`src/hw/rtl/cmm_pkg.sv`:
```
// Shared types and constants for the cubic Mandelbrot membership block.
package cmm_pkg;

  // Field and register widths fixed by the interface.
  localparam int unsigned IN_W   = 16;
  localparam int unsigned ITER_W = 10;
  localparam int unsigned RAD_W  = 15;
  localparam int unsigned IN_FRAC = 12;

  // Configuration register indexes.
  localparam logic REG_ITER = 1'b0;
  localparam logic REG_RAD  = 1'b1;

  // Reset values of the configuration registers.
  localparam logic [ITER_W-1:0] ITER_RST = 10'd200;
  localparam logic [RAD_W-1:0]  RAD_RST  = 15'd8192;

  // Controller states.
  typedef enum logic [1:0] {
    ST_IDLE,
    ST_SQ,
    ST_MUL,
    ST_FIN
  } ctrl_state_t;

  // Commands from the controller to the datapath.
  typedef struct packed {
    logic load;
    logic square;
    logic step;
    logic finish;
    logic diverged;
  } cmd_t;

  // Status from the datapath to the controller.
  typedef struct packed {
    logic over_limit;
  } sts_t;

endpackage

```
`src/hw/rtl/cmm_ctrl.sv`:
```
// Sequencer for the escape-time loop: iteration count, divergence exit, output slot.
module cmm_ctrl (
  input  logic                           clk,
  input  logic                           rst_n,
  input  logic [cmm_pkg::ITER_W-1:0]     iter_count,
  input  logic                           in_tvalid,
  output logic                           in_tready,
  output logic                           out_tvalid,
  input  logic                           out_tready,
  output cmm_pkg::cmd_t                  cmd,
  input  cmm_pkg::sts_t                  sts
);

  cmm_pkg::ctrl_state_t state_r, state_nxt;
  logic [cmm_pkg::ITER_W-1:0] n_r, n_nxt;
  logic div_r, div_nxt;
  logic out_valid_r, out_valid_nxt;
  logic slot_free;

  assign slot_free  = !out_valid_r || out_tready;
  assign out_tvalid = out_valid_r;

  // Next state.
  always_comb begin
    state_nxt = state_r;
    case (state_r)
      cmm_pkg::ST_IDLE: begin
        if (in_tvalid) state_nxt = cmm_pkg::ST_SQ;
      end
      cmm_pkg::ST_SQ: begin
        state_nxt = cmm_pkg::ST_MUL;
      end
      cmm_pkg::ST_MUL: begin
        if ((n_r != '0 && sts.over_limit) || n_r == iter_count) begin
          state_nxt = cmm_pkg::ST_FIN;
        end else begin
          state_nxt = cmm_pkg::ST_SQ;
        end
      end
      cmm_pkg::ST_FIN: begin
        if (slot_free) state_nxt = cmm_pkg::ST_IDLE;
      end
      default: state_nxt = cmm_pkg::ST_IDLE;
    endcase
  end

  // Outputs, commands and counter updates.
  always_comb begin
    in_tready = 1'b0;
    cmd       = '0;
    n_nxt     = n_r;
    div_nxt   = div_r;
    case (state_r)
      cmm_pkg::ST_IDLE: begin
        in_tready = 1'b1;
        if (in_tvalid) begin
          cmd.load = 1'b1;
          n_nxt    = '0;
          div_nxt  = 1'b0;
        end
      end
      cmm_pkg::ST_SQ: begin
        cmd.square = 1'b1;
      end
      cmm_pkg::ST_MUL: begin
        // The squares now belong to the z of the last completed iteration.
        if (n_r != '0 && sts.over_limit) begin
          div_nxt = 1'b1;
        end else if (n_r != iter_count) begin
          cmd.step = 1'b1;
          n_nxt    = n_r + 1'b1;
        end
      end
      cmm_pkg::ST_FIN: begin
        cmd.diverged = div_r;
        if (slot_free) cmd.finish = 1'b1;
      end
      default: begin
        in_tready = 1'b0;
      end
    endcase
  end

  // The result item stays valid until taken.
  always_comb begin
    out_valid_nxt = out_valid_r;
    if (cmd.finish) begin
      out_valid_nxt = 1'b1;
    end else if (out_tready) begin
      out_valid_nxt = 1'b0;
    end
  end

  // State registers.
  always_ff @(posedge clk) begin
    if (!rst_n) begin
      state_r     <= cmm_pkg::ST_IDLE;
      n_r         <= '0;
      div_r       <= 1'b0;
      out_valid_r <= 1'b0;
    end else begin
      state_r     <= state_nxt;
      n_r         <= n_nxt;
      div_r       <= div_nxt;
      out_valid_r <= out_valid_nxt;
    end
  end

endmodule

```
`src/hw/rtl/cmm_datapath.sv`:
```
// Fixed-point datapath: z registers, square and cube multipliers, magnitude checks.
module cmm_datapath #(
  parameter int unsigned FRAC_BITS = 12
) (
  input  logic                              clk,
  input  logic                              rst_n,
  input  cmm_pkg::cmd_t                     cmd,
  output cmm_pkg::sts_t                     sts,
  input  logic signed [cmm_pkg::IN_W-1:0]   point_re,
  input  logic signed [cmm_pkg::IN_W-1:0]   point_im,
  input  logic [cmm_pkg::RAD_W-1:0]         escape_radius,
  output logic                              inside_res
);

  localparam int unsigned ZW  = FRAC_BITS + 5;       // z component, signed
  localparam int unsigned SXW = 2 * FRAC_BITS + 7;   // exact square, unsigned
  localparam int unsigned DW  = FRAC_BITS + 10;      // x^2 - 3y^2 style terms
  localparam int unsigned PW  = ZW + DW;             // cube products
  localparam int unsigned MW  = 2 * FRAC_BITS + 8;   // magnitude
  localparam int unsigned RW  = FRAC_BITS + 3;       // converted radius
  localparam int unsigned WW  = FRAC_BITS + 21;      // conversion scratch
  localparam int unsigned SHL = (FRAC_BITS >= cmm_pkg::IN_FRAC) ?
                                FRAC_BITS - cmm_pkg::IN_FRAC : 0;
  localparam int unsigned SHR = (FRAC_BITS >= cmm_pkg::IN_FRAC) ?
                                0 : cmm_pkg::IN_FRAC - FRAC_BITS;
  localparam logic [MW-1:0] DIV_LIMIT = MW'(16) << (2 * FRAC_BITS);
  localparam logic signed [PW-1:0] ZMAX = PW'(8) <<< FRAC_BITS;

  logic signed [ZW-1:0] x_r, y_r, c_re_r, c_im_r;
  logic [SXW-1:0]       sx_r, sy_r;
  logic [2*RW-1:0]      r2_r;
  logic                 res_r;

  logic signed [WW-1:0]   cre_w, cim_w;
  logic [WW-1:0]          rad_w;
  logic [RW-1:0]          rad_c;
  logic signed [2*ZW-1:0] xx, yy;
  logic signed [DW-1:0]   xs, ys, d_re, d_im;
  logic signed [PW-1:0]   p_re, p_im, s_re, s_im;
  logic signed [ZW-1:0]   x_new, y_new;
  logic [MW-1:0]          mag;

  // Q3.12 to internal format; arithmetic right shift rounds toward minus infinity.
  assign cre_w = (WW'(point_re) <<< SHL) >>> SHR;
  assign cim_w = (WW'(point_im) <<< SHL) >>> SHR;
  assign rad_w = (WW'(escape_radius) << SHL) >> SHR;
  assign rad_c = rad_w[RW-1:0];

  // Exact squares of the current z.
  assign xx = x_r * x_r;
  assign yy = y_r * y_r;

  // Cube terms from the registered squares.
  assign xs   = $signed(DW'(sx_r[SXW-1:FRAC_BITS]));
  assign ys   = $signed(DW'(sy_r[SXW-1:FRAC_BITS]));
  assign d_re = xs - ((ys <<< 1) + ys);
  assign d_im = ((xs <<< 1) + xs) - ys;
  assign p_re = x_r * d_re;
  assign p_im = y_r * d_im;
  assign s_re = (p_re >>> FRAC_BITS) + PW'(c_re_r);
  assign s_im = (p_im >>> FRAC_BITS) + PW'(c_im_r);

  // Saturate the new z to plus or minus eight.
  always_comb begin
    if (s_re > ZMAX) begin
      x_new = ZMAX[ZW-1:0];
    end else if (s_re < -ZMAX) begin
      x_new = -ZMAX[ZW-1:0];
    end else begin
      x_new = s_re[ZW-1:0];
    end
    if (s_im > ZMAX) begin
      y_new = ZMAX[ZW-1:0];
    end else if (s_im < -ZMAX) begin
      y_new = -ZMAX[ZW-1:0];
    end else begin
      y_new = s_im[ZW-1:0];
    end
  end

  // Squared magnitude and divergence test.
  assign mag            = MW'(sx_r) + MW'(sy_r);
  assign sts.over_limit = mag > DIV_LIMIT;

  // Payload registers.
  always_ff @(posedge clk) begin
    if (cmd.load) begin
      x_r    <= '0;
      y_r    <= '0;
      c_re_r <= cre_w[ZW-1:0];
      c_im_r <= cim_w[ZW-1:0];
      r2_r   <= rad_c * rad_c;
    end else if (cmd.step) begin
      x_r <= x_new;
      y_r <= y_new;
    end
    if (cmd.square) begin
      sx_r <= xx[SXW-1:0];
      sy_r <= yy[SXW-1:0];
    end
  end

  // Result bit, updated when the item is handed to the output register.
  always_ff @(posedge clk) begin
    if (!rst_n) begin
      res_r <= 1'b0;
    end else if (cmd.finish) begin
      res_r <= !cmd.diverged && (mag < MW'(r2_r));
    end
  end

  assign inside_res = res_r;

endmodule

```
`src/hw/rtl/cubic_mandelbrot_membership.sv`:
```
// Top level of the cubic Mandelbrot membership test: config registers and wiring.
// Each item is one point c; the block iterates z = z^3 + c from z = 0 and returns
// 1 when z never left the radius-4 disc and ends strictly inside escape_radius.
// One item is handled at a time. The number of iterations run is iteration_count,
// or fewer when the point diverges early. Each iteration passes through the
// squaring multipliers (ST_SQ) and then the cube multipliers that update z
// (ST_MUL). A new item is accepted the cycle after a result enters the output
// register, even if that result has not yet been taken.
module cubic_mandelbrot_membership #(
  parameter int unsigned FRAC_BITS = 12
) (
  input  logic        clk,
  input  logic        rst_n,
  // Input items.
  input  logic        in_tvalid,
  output logic        in_tready,
  input  logic [31:0] in_tdata,    // [15:0] point_re, [31:16] point_im
  // Result items.
  output logic        out_tvalid,
  input  logic        out_tready,
  output logic [7:0]  out_tdata,   // [0] inside_res, [7:1] zero
  // Configuration port.
  input  logic        cfg_psel,
  input  logic        cfg_penable,
  input  logic        cfg_pwrite,
  input  logic [2:0]  cfg_paddr,
  input  logic [31:0] cfg_pwdata,
  output logic [31:0] cfg_prdata,
  output logic        cfg_pready
);

  logic [cmm_pkg::ITER_W-1:0] iter_r;
  logic [cmm_pkg::RAD_W-1:0]  rad_r;
  logic                       cfg_wr;
  cmm_pkg::cmd_t              cmd;
  cmm_pkg::sts_t              sts;
  logic                       inside_res;

  assign cfg_pready = 1'b1;
  assign cfg_wr     = cfg_psel && cfg_penable && cfg_pwrite && cfg_pready;

  // Configuration registers.
  always_ff @(posedge clk) begin
    if (!rst_n) begin
      iter_r <= cmm_pkg::ITER_RST;
      rad_r  <= cmm_pkg::RAD_RST;
    end else if (cfg_wr) begin
      case (cfg_paddr[2])
        cmm_pkg::REG_ITER: iter_r <= cfg_pwdata[cmm_pkg::ITER_W-1:0];
        cmm_pkg::REG_RAD:  rad_r  <= cfg_pwdata[cmm_pkg::RAD_W-1:0];
        default: iter_r <= iter_r;
      endcase
    end
  end

  // Register readback.
  always_comb begin
    case (cfg_paddr[2])
      cmm_pkg::REG_ITER: cfg_prdata = 32'(iter_r);
      cmm_pkg::REG_RAD:  cfg_prdata = 32'(rad_r);
      default:           cfg_prdata = '0;
    endcase
  end

  cmm_ctrl u_ctrl (
    .clk        (clk),
    .rst_n      (rst_n),
    .iter_count (iter_r),
    .in_tvalid  (in_tvalid),
    .in_tready  (in_tready),
    .out_tvalid (out_tvalid),
    .out_tready (out_tready),
    .cmd        (cmd),
    .sts        (sts)
  );

  cmm_datapath #(
    .FRAC_BITS (FRAC_BITS)
  ) u_datapath (
    .clk           (clk),
    .rst_n         (rst_n),
    .cmd           (cmd),
    .sts           (sts),
    .point_re      (in_tdata[15:0]),
    .point_im      (in_tdata[31:16]),
    .escape_radius (rad_r),
    .inside_res    (inside_res)
  );

  assign out_tdata = {7'b0, inside_res};

endmodule

```
`config.mk`:
```
export PLATFORM = sky130hd
export DESIGN_NAME = cubic_mandelbrot_membership
export DESIGN_NICKNAME = d
export VERILOG_FILES = /design/src/hw/rtl/cmm_pkg.sv /design/src/hw/rtl/cmm_ctrl.sv /design/src/hw/rtl/cmm_datapath.sv /design/src/hw/rtl/cubic_mandelbrot_membership.sv
export SDC_FILE = /design/constraint.sdc
export NUM_CORES = 2
export LEC_CHECK = 0
export ABC_AREA = 1
export BUFFER_PORTS_ARGS = -buffer_cell sky130_fd_sc_hd__buf_4
export CAP_MARGIN = 20
export CORE_ASPECT_RATIO = 1.2
export CORE_MARGIN = 3
export CORE_UTILIZATION = 50
export DETAILED_ROUTE_END_ITERATION = 6
export PLACE_DENSITY = 0.66
export SYNTH_ARGS = -nofsm -noshare
export SYNTH_HDL_FRONTEND = slang
export SYNTH_SLANG_ARGS = --single-unit
```
`constraint.sdc`:
```
create_clock -name clk -period 11.55 [get_ports clk]
set_input_delay 2.31 -clock clk [delete_from_list [all_inputs] [get_ports clk]]
set_output_delay 2.31 -clock clk [all_outputs]
set_load 0.02 [all_outputs]
```
# Word level (Yosys, flattened, before mapping)
# Cells that the tools add are included.
[classes] add_sub_neg=8 n_mul=5 div_mod_pow=0 n_lt_le_gt_ge=6 n_eq_ne=10 shifts=0 muxes=27 bitwise_logic=1 n_reduce_logical=17
[op_table] op="greater-than comparator 39 x 17 -> 1 bit, second input constant" count=2
[op_table] op="less-than comparator 39 x 16 -> 1 bit, second input constant" count=2
[op_table] op="multiplier 17 x 22 -> 39 bit" count=2
[op_table] op="two-way mux 17 bit" count=4
[op_table] op="case mux 32 bit (2 select lines)" count=1
[op_table] op="multiplier 17 x 17 -> 31 bit" count=2
[op_table] op="adder 27 x 16 -> 28 bit" count=2
[op_table] op="adder 20 x 19 -> 21 bit" count=2
[op_table] op="adder 31 x 31 -> 32 bit" count=1
[op_table] op="greater-than comparator 32 x 29 -> 1 bit, second input constant" count=1
[op_table] op="less-than comparator 32 x 30 -> 1 bit" count=1
[op_table] op="multiplier 15 x 15 -> 30 bit" count=1
[op_table] op="two-way mux 10 bit" count=3
[op_table] op="subtractor 19 x 21 -> 22 bit" count=1
[op_table] op="subtractor 21 x 19 -> 22 bit" count=1
[op_table] op="case mux 10 bit (2 select lines)" count=1
[op_table] op="two-way mux 1 bit" count=12
[op_table] op="adder 10 x 1 -> 10 bit, second input constant" count=1
[op_table] op="equality test 10 bit" count=1
[op_table] op="!= test 10 bit" count=1
[op_table] op="nonzero test 10 bit" count=1
[op_table] op="two-way mux 2 bit" count=4
[op_table] op="case mux 2 bit (4 select lines)" count=1
[op_table] op="!= test 2 x 1 -> 1 bit, second input constant" count=3
[op_table] op="13 further kinds" count=23
[word_totals] regBits=198 latchBits=0 mem_bits_rw=0 mem_bits_ro=0 in_bits=74 output_inout_bits=43 word_cells=88 n_memories=0

# Longest topological paths before layout
[depth] ltp_word=7 depth_mapped=66 ltp_nobuf=63

# Cells and area by module
# A second synthesis with hierarchy kept.
[hier_totals] hier_cells=8700 area_unflattened_um2=68744.7
[by_module_without_submodules] mod="cmm_datapath" instances=1 cells_per_inst=8309 area_per_inst_um2=66327.4
[by_module_without_submodules] mod="cubic_mandelbrot_membership" instances=1 cells_per_inst=222 area_per_inst_um2=1402.6
[by_module_without_submodules] mod="cmm_ctrl" instances=1 cells_per_inst=169 area_per_inst_um2=1014.7

# Worst setup path before layout
# Ideal clock, no wire load.
[synth_timing] kind="reg-to-reg" startpoint="register u_datapath.sx_r[13]" endpoint="register u_datapath.y_r[11]" setup_ns=0.059 arrival_ns=9.637 path_slack_ns=1.855 stages_incl_launch_ff=56 n_path_buf=1 period_less_slack_ns=9.695 path_cell_list="edfxtp_1 -> inv_1 -> fa_1 -> inv_1 -> ha_1 -> inv_1 -> fa_1 -> o21ai_1 -> a21oi_1 -> o21ai_1 -> a21boi_1 -> o21ai_2 -> a21oi_2 -> o21ai_2 -> nand2_1 -> nand2_1 -> nand2_1 -> nand2_1 -> [20 not listed] -> xnor2_1 -> ha_1 -> nand2_1 -> nor2_1 -> inv_1 -> nor2_1 -> nand3_1 -> nand3_1 -> xor2_1 -> nand2_1 -> nor2_1 -> nand2_1 -> o21ai_2 -> buf_4 -> nand2_1 -> nor2_1 -> nand2_1 -> nand2_1"
[synth_between] elab_chain_cells=7
[synth_lines] item="start: declaration" line="cmm_datapath.sv:30" text="logic [SXW-1:0] sx_r, sy_r;"
[synth_lines] item="start signal: assignment" line="cmm_datapath.sv:98" text="sx_r <= xx[SXW-1:0];"
[synth_lines] item="adder 20 x 19 -> 21 bit" line="cmm_datapath.sv:57" text="assign d_im = ((xs <<< 1) + xs) - ys;"
[synth_lines] item="subtractor 21 x 19 -> 22 bit" line="cmm_datapath.sv:57"
[synth_lines] item="multiplier 17 x 22 -> 39 bit" line="cmm_datapath.sv:59" text="assign p_im = y_r * d_im;"
[synth_lines] item="adder 27 x 16 -> 28 bit" line="cmm_datapath.sv:61" text="assign s_im = (p_im >>> FRAC_BITS) + PW'(c_im_r);"
[synth_lines] item="less-than comparator 39 x 16 -> 1 bit" line="cmm_datapath.sv:74" text="end else if (s_im < -ZMAX) begin"
[synth_lines] item="two-way mux 17 bit" line="cmm_datapath.sv:74"
[synth_lines] item="two-way mux 17 bit" line="cmm_datapath.sv:72" text="if (s_im > ZMAX) begin"
[synth_lines] item="end signal: assignment" line="cmm_datapath.sv:95" text="y_r <= y_new;"
[synth_lines] item="end: declaration" line="cmm_datapath.sv:29" text="logic signed [ZW-1:0] x_r, y_r, c_re_r, c_im_r;"
# Several ways; a longest one is shown, not always the timed one.
# A chain may end at the register's enable or synchronous reset.

# Worst setup path in the final report
[layout_timing] startpoint="register u_datapath.sy_r[16]" endpoint="register u_datapath.x_r[5]"
[layout_between] elab_chain_cells=7
[layout_lines] item="start: declaration" line="cmm_datapath.sv:30"
[layout_lines] item="start signal: assignment" line="cmm_datapath.sv:99" text="sy_r <= yy[SXW-1:0];"
[layout_lines] item="adder 20 x 19 -> 21 bit" line="cmm_datapath.sv:56" text="assign d_re = xs - ((ys <<< 1) + ys);"
[layout_lines] item="subtractor 19 x 21 -> 22 bit" line="cmm_datapath.sv:56"
[layout_lines] item="multiplier 17 x 22 -> 39 bit" line="cmm_datapath.sv:58" text="assign p_re = x_r * d_re;"
[layout_lines] item="adder 27 x 16 -> 28 bit" line="cmm_datapath.sv:60" text="assign s_re = (p_re >>> FRAC_BITS) + PW'(c_re_r);"
[layout_lines] item="less-than comparator 39 x 16 -> 1 bit" line="cmm_datapath.sv:67" text="end else if (s_re < -ZMAX) begin"
[layout_lines] item="two-way mux 17 bit" line="cmm_datapath.sv:67"
[layout_lines] item="two-way mux 17 bit" line="cmm_datapath.sv:65" text="if (s_re > ZMAX) begin"
[layout_lines] item="end signal: assignment" line="cmm_datapath.sv:94" text="x_r <= x_new;"
[layout_lines] item="end: declaration" line="cmm_datapath.sv:29"
# Several ways; a longest one is shown, not always the timed one.

==> run summary <==
status: finished clean
Crit path required time: 11990 ps
number of max-cap violations: 0
Largest stage delay, worst path: 590 ps
EDFF count, synth: 121
largest net degree at the start of global routing: 61
sequential share of the synthesized area: 7.54%
CTS max path bufs: 2
Placer Congestion: 0.976
worst-path fanout max: 15
Synth Instances: 8500
Yosys reg bits: 195
H-tree depth: 4
worst hold path type: reg2reg
drt first pass iters: 6
GR Overflow Total: 0
Slew headroom: 28.7%
Total Wirelength: 184000 microns
initial antenna violation count: 2
Layout area overhead: 5.73%
Post-Synth Simple-Gate Area: 16.2%
num ports: 117
hold buffers post-CTS: 0
Max Used Layer: met4
Synth Area in Adders: 52.6%
post-layout min period: 10920 ps
Synth Area in Compound Gates: 5.22%
Clock transition at path regs: 70 ps
DRC viols: 0
final number of hold-violating endpoints: 0
crit-path leading delay family: adder cells
filler instances: 12900
Worst Tran Pin Value: 1070 ps
fmax: 0.0916 GHz
XOR/XNOR Fraction of Synth Area: 3.47%
DR vias/cell: 5.21
synth unique cells: 58
worst path buffer plus inverter count: 11
met1 WL: 73200 microns
period utilization: 94.5%
row count: 147
Crit-path slowest cell: fa_1
Core Area: 0.134 sq mm
CTS Sinks: 195
area leader, netlist: fa_1
die height: 409 microns
setup_tns: 0 ps
Synth Cell Area: 0.0678 sq mm
# setup viols final: 0
most area-consuming cells after synthesis: fa_1, inv_1, ha_1
critical setup path kind: reg2reg
Num CTS Buffers: 17
post-synthesis average cell area: 7.98 sq um
die area: 0.140 sq mm
drt first-iter violations: 3590
asr flop ratio synth: 0%
skew final: 31.0 ps
CTS tree: yes
met3 routed WL: 10900 microns
first-pass GRT wire length: 301000 microns
Critical Path Most Common Cell: nand2_1
area share of the largest cell type after synthesis: 41.7%
largest family of logic cells by synthesized area: adder cells
top_reg_cell synth: edfxtp_1
multiplexer area fraction after synthesis: 0%
WL/cell: 17.8 microns
post-route antenna net violation count: 0
total number of vias: 53900
CP Data Arrival Time: 11360 ps
Yosys warnings: 0
number of global-route vias before repair: 57200
CP Capture Type: flip-flop
max-slew violation count: 0
Tot GR Track Use: 27.3%
Die X: 342 microns
share of cells above drive strength 1: 4.54%
number of port buffers: 72
Root Driver: clkbuf_16
CP startpoint kind: flip-flop
Layout Nets: 10600
initial core utilization: 50.5%
placed wire-length estimate: 155000 microns
later-pin clock latency in the skew report: 530 ps
met2 WL: 91000 microns
## metrics by stage
step                      hold WS (ps)  instances  utilization [%]  cell area, sq um  setup slack (ps)
after floorplan                    406       8523                -             67900              1850
after global placement             454      10300             52.7             70800               369
after detailed placement           461      10300             52.7             70800               260
after CTS                          473      10300             53.1             71400               170
final                              472      10300             53.4             71700               634
after global routing               492      10300             53.4             71700             -2.13
## worst paths after layout
| kind | startpoint | to | slack, ps | cells after the start |
|---|---|---|---|---|
| setup / recovery | u_datapath.sy_r[16] | u_datapath.x_r[5] | 630 | 53 |
| hold / removal | u_datapath.inside_res | u_datapath.inside_res | 470 | 2 |
| setup reg to reg | u_datapath.sy_r[16] | u_datapath.x_r[5] | 630 | 53 |
| hold reg to reg | u_datapath.inside_res | u_datapath.inside_res | 470 | 2 |
## synth_stat cells, types with 28 or more instances
cell type  instances
inv_1           2400
nand2_1         1614
fa_1            1414
nor2_1           718
ha_1             588
a21oi_1          329
nand3_1          185
clkbuf_1         174
xor2_1           164
o21ai_0          158
edfxtp_1         121
xnor2_1           99
nand4_1           75
dfxtp_1           74
nor3_1            51
buf_4             28
## routing by layer
layer / GRT usage [%] / up-vias
li1: - / 24900
met1: 34.4 / 27000
met2: 47.1 / 1577
met3: 3.84 / 380
met4: 11.4 / 0
met5: 0 / -
## registers in the layout (all words and copies together) (netlist names)
register and count:
u_ctrl.out_tvalid 1, u_datapath.c_im_r 16, u_ctrl.div_r 1, u_datapath.sx_r 30
u_datapath.y_r 17, iter_r 10, u_ctrl.state_r 2, u_ctrl.n_r 10
u_datapath.c_re_r 16, u_datapath.x_r 17, rad_r 15, u_datapath.sy_r 30
u_datapath.inside_res 1, u_datapath.r2_r 29
## what timing repair did
action / in CTS / in global routing
gates resized for setup: 0 / 61
buffers inserted: 0 / 18
endpoints found under the setup margin: 0 / 34
## worst reg2reg max path: cells and delay by family (launching register included)
kind            cells  cell delay (ps)
xor+xnor            2              830
simple gates       21             2390
flops               1              550
buf+inv            11             1070
fa+ha+maj          10             4600
compound gates      9             1420
## placed cells by master (no fill, tap or decap), types with 7 or more instances in the layout
cell	count
edfxtp_1	121
a211oi_1	7
clkinv_1	17
a21oi_2	10
or2_2	24
ha_1	586
and2_1	8
nor3_1	50
o21ai_1	16
o21bai_1	16
clkbuf_16	17
buf_4	222
nor2_2	22
xnor2_1	99
o21ai_0	154
nand3_1	184
a21oi_1	322
xor2_1	161
o31ai_1	7
a31oi_1	23
nand2_1	1606
nand4_1	75
o211ai_1	14
dfxtp_1	74
inv_1	2391
nor4_1	12
nor2_1	708
inv_2	20
a21o_1	15
o21a_1	15
conb_1	25
nand2_2	14
nand3b_1	10
o21ai_2	7
fa_1	1414
## logic make-up (layout without fill, tap and decap cells)
family	Yosys count	count (layout)
AOI/OAI and AO/OA	638	638
buffers and inverters	2665	2693
and+or+nand+nor	2732	2732
adders and majority gates	2002	2002
other	2	27
DFF	195	195
xor gates and xnor gates	266	266
## area by class of cell
class / instances / area [sq um] / share of cell area (%)
diodes: 2 / 5.00 / 0.00698
repair buffers: 227 / 1750 / 2.44
well taps: 1788 / 2240 / 3.12
clock inverters: 14 / 169 / 0.236
multi-input cells: 5663 / 52800 / 73.7
flip-flops and latches: 195 / 5110 / 7.13
inverters: 2434 / 9160 / 12.8
clock buffers: 18 / 429 / 0.598
Power is not shown: default switching activity piles up to over one toggle a cycle in this logic, so the estimate is an artifact.
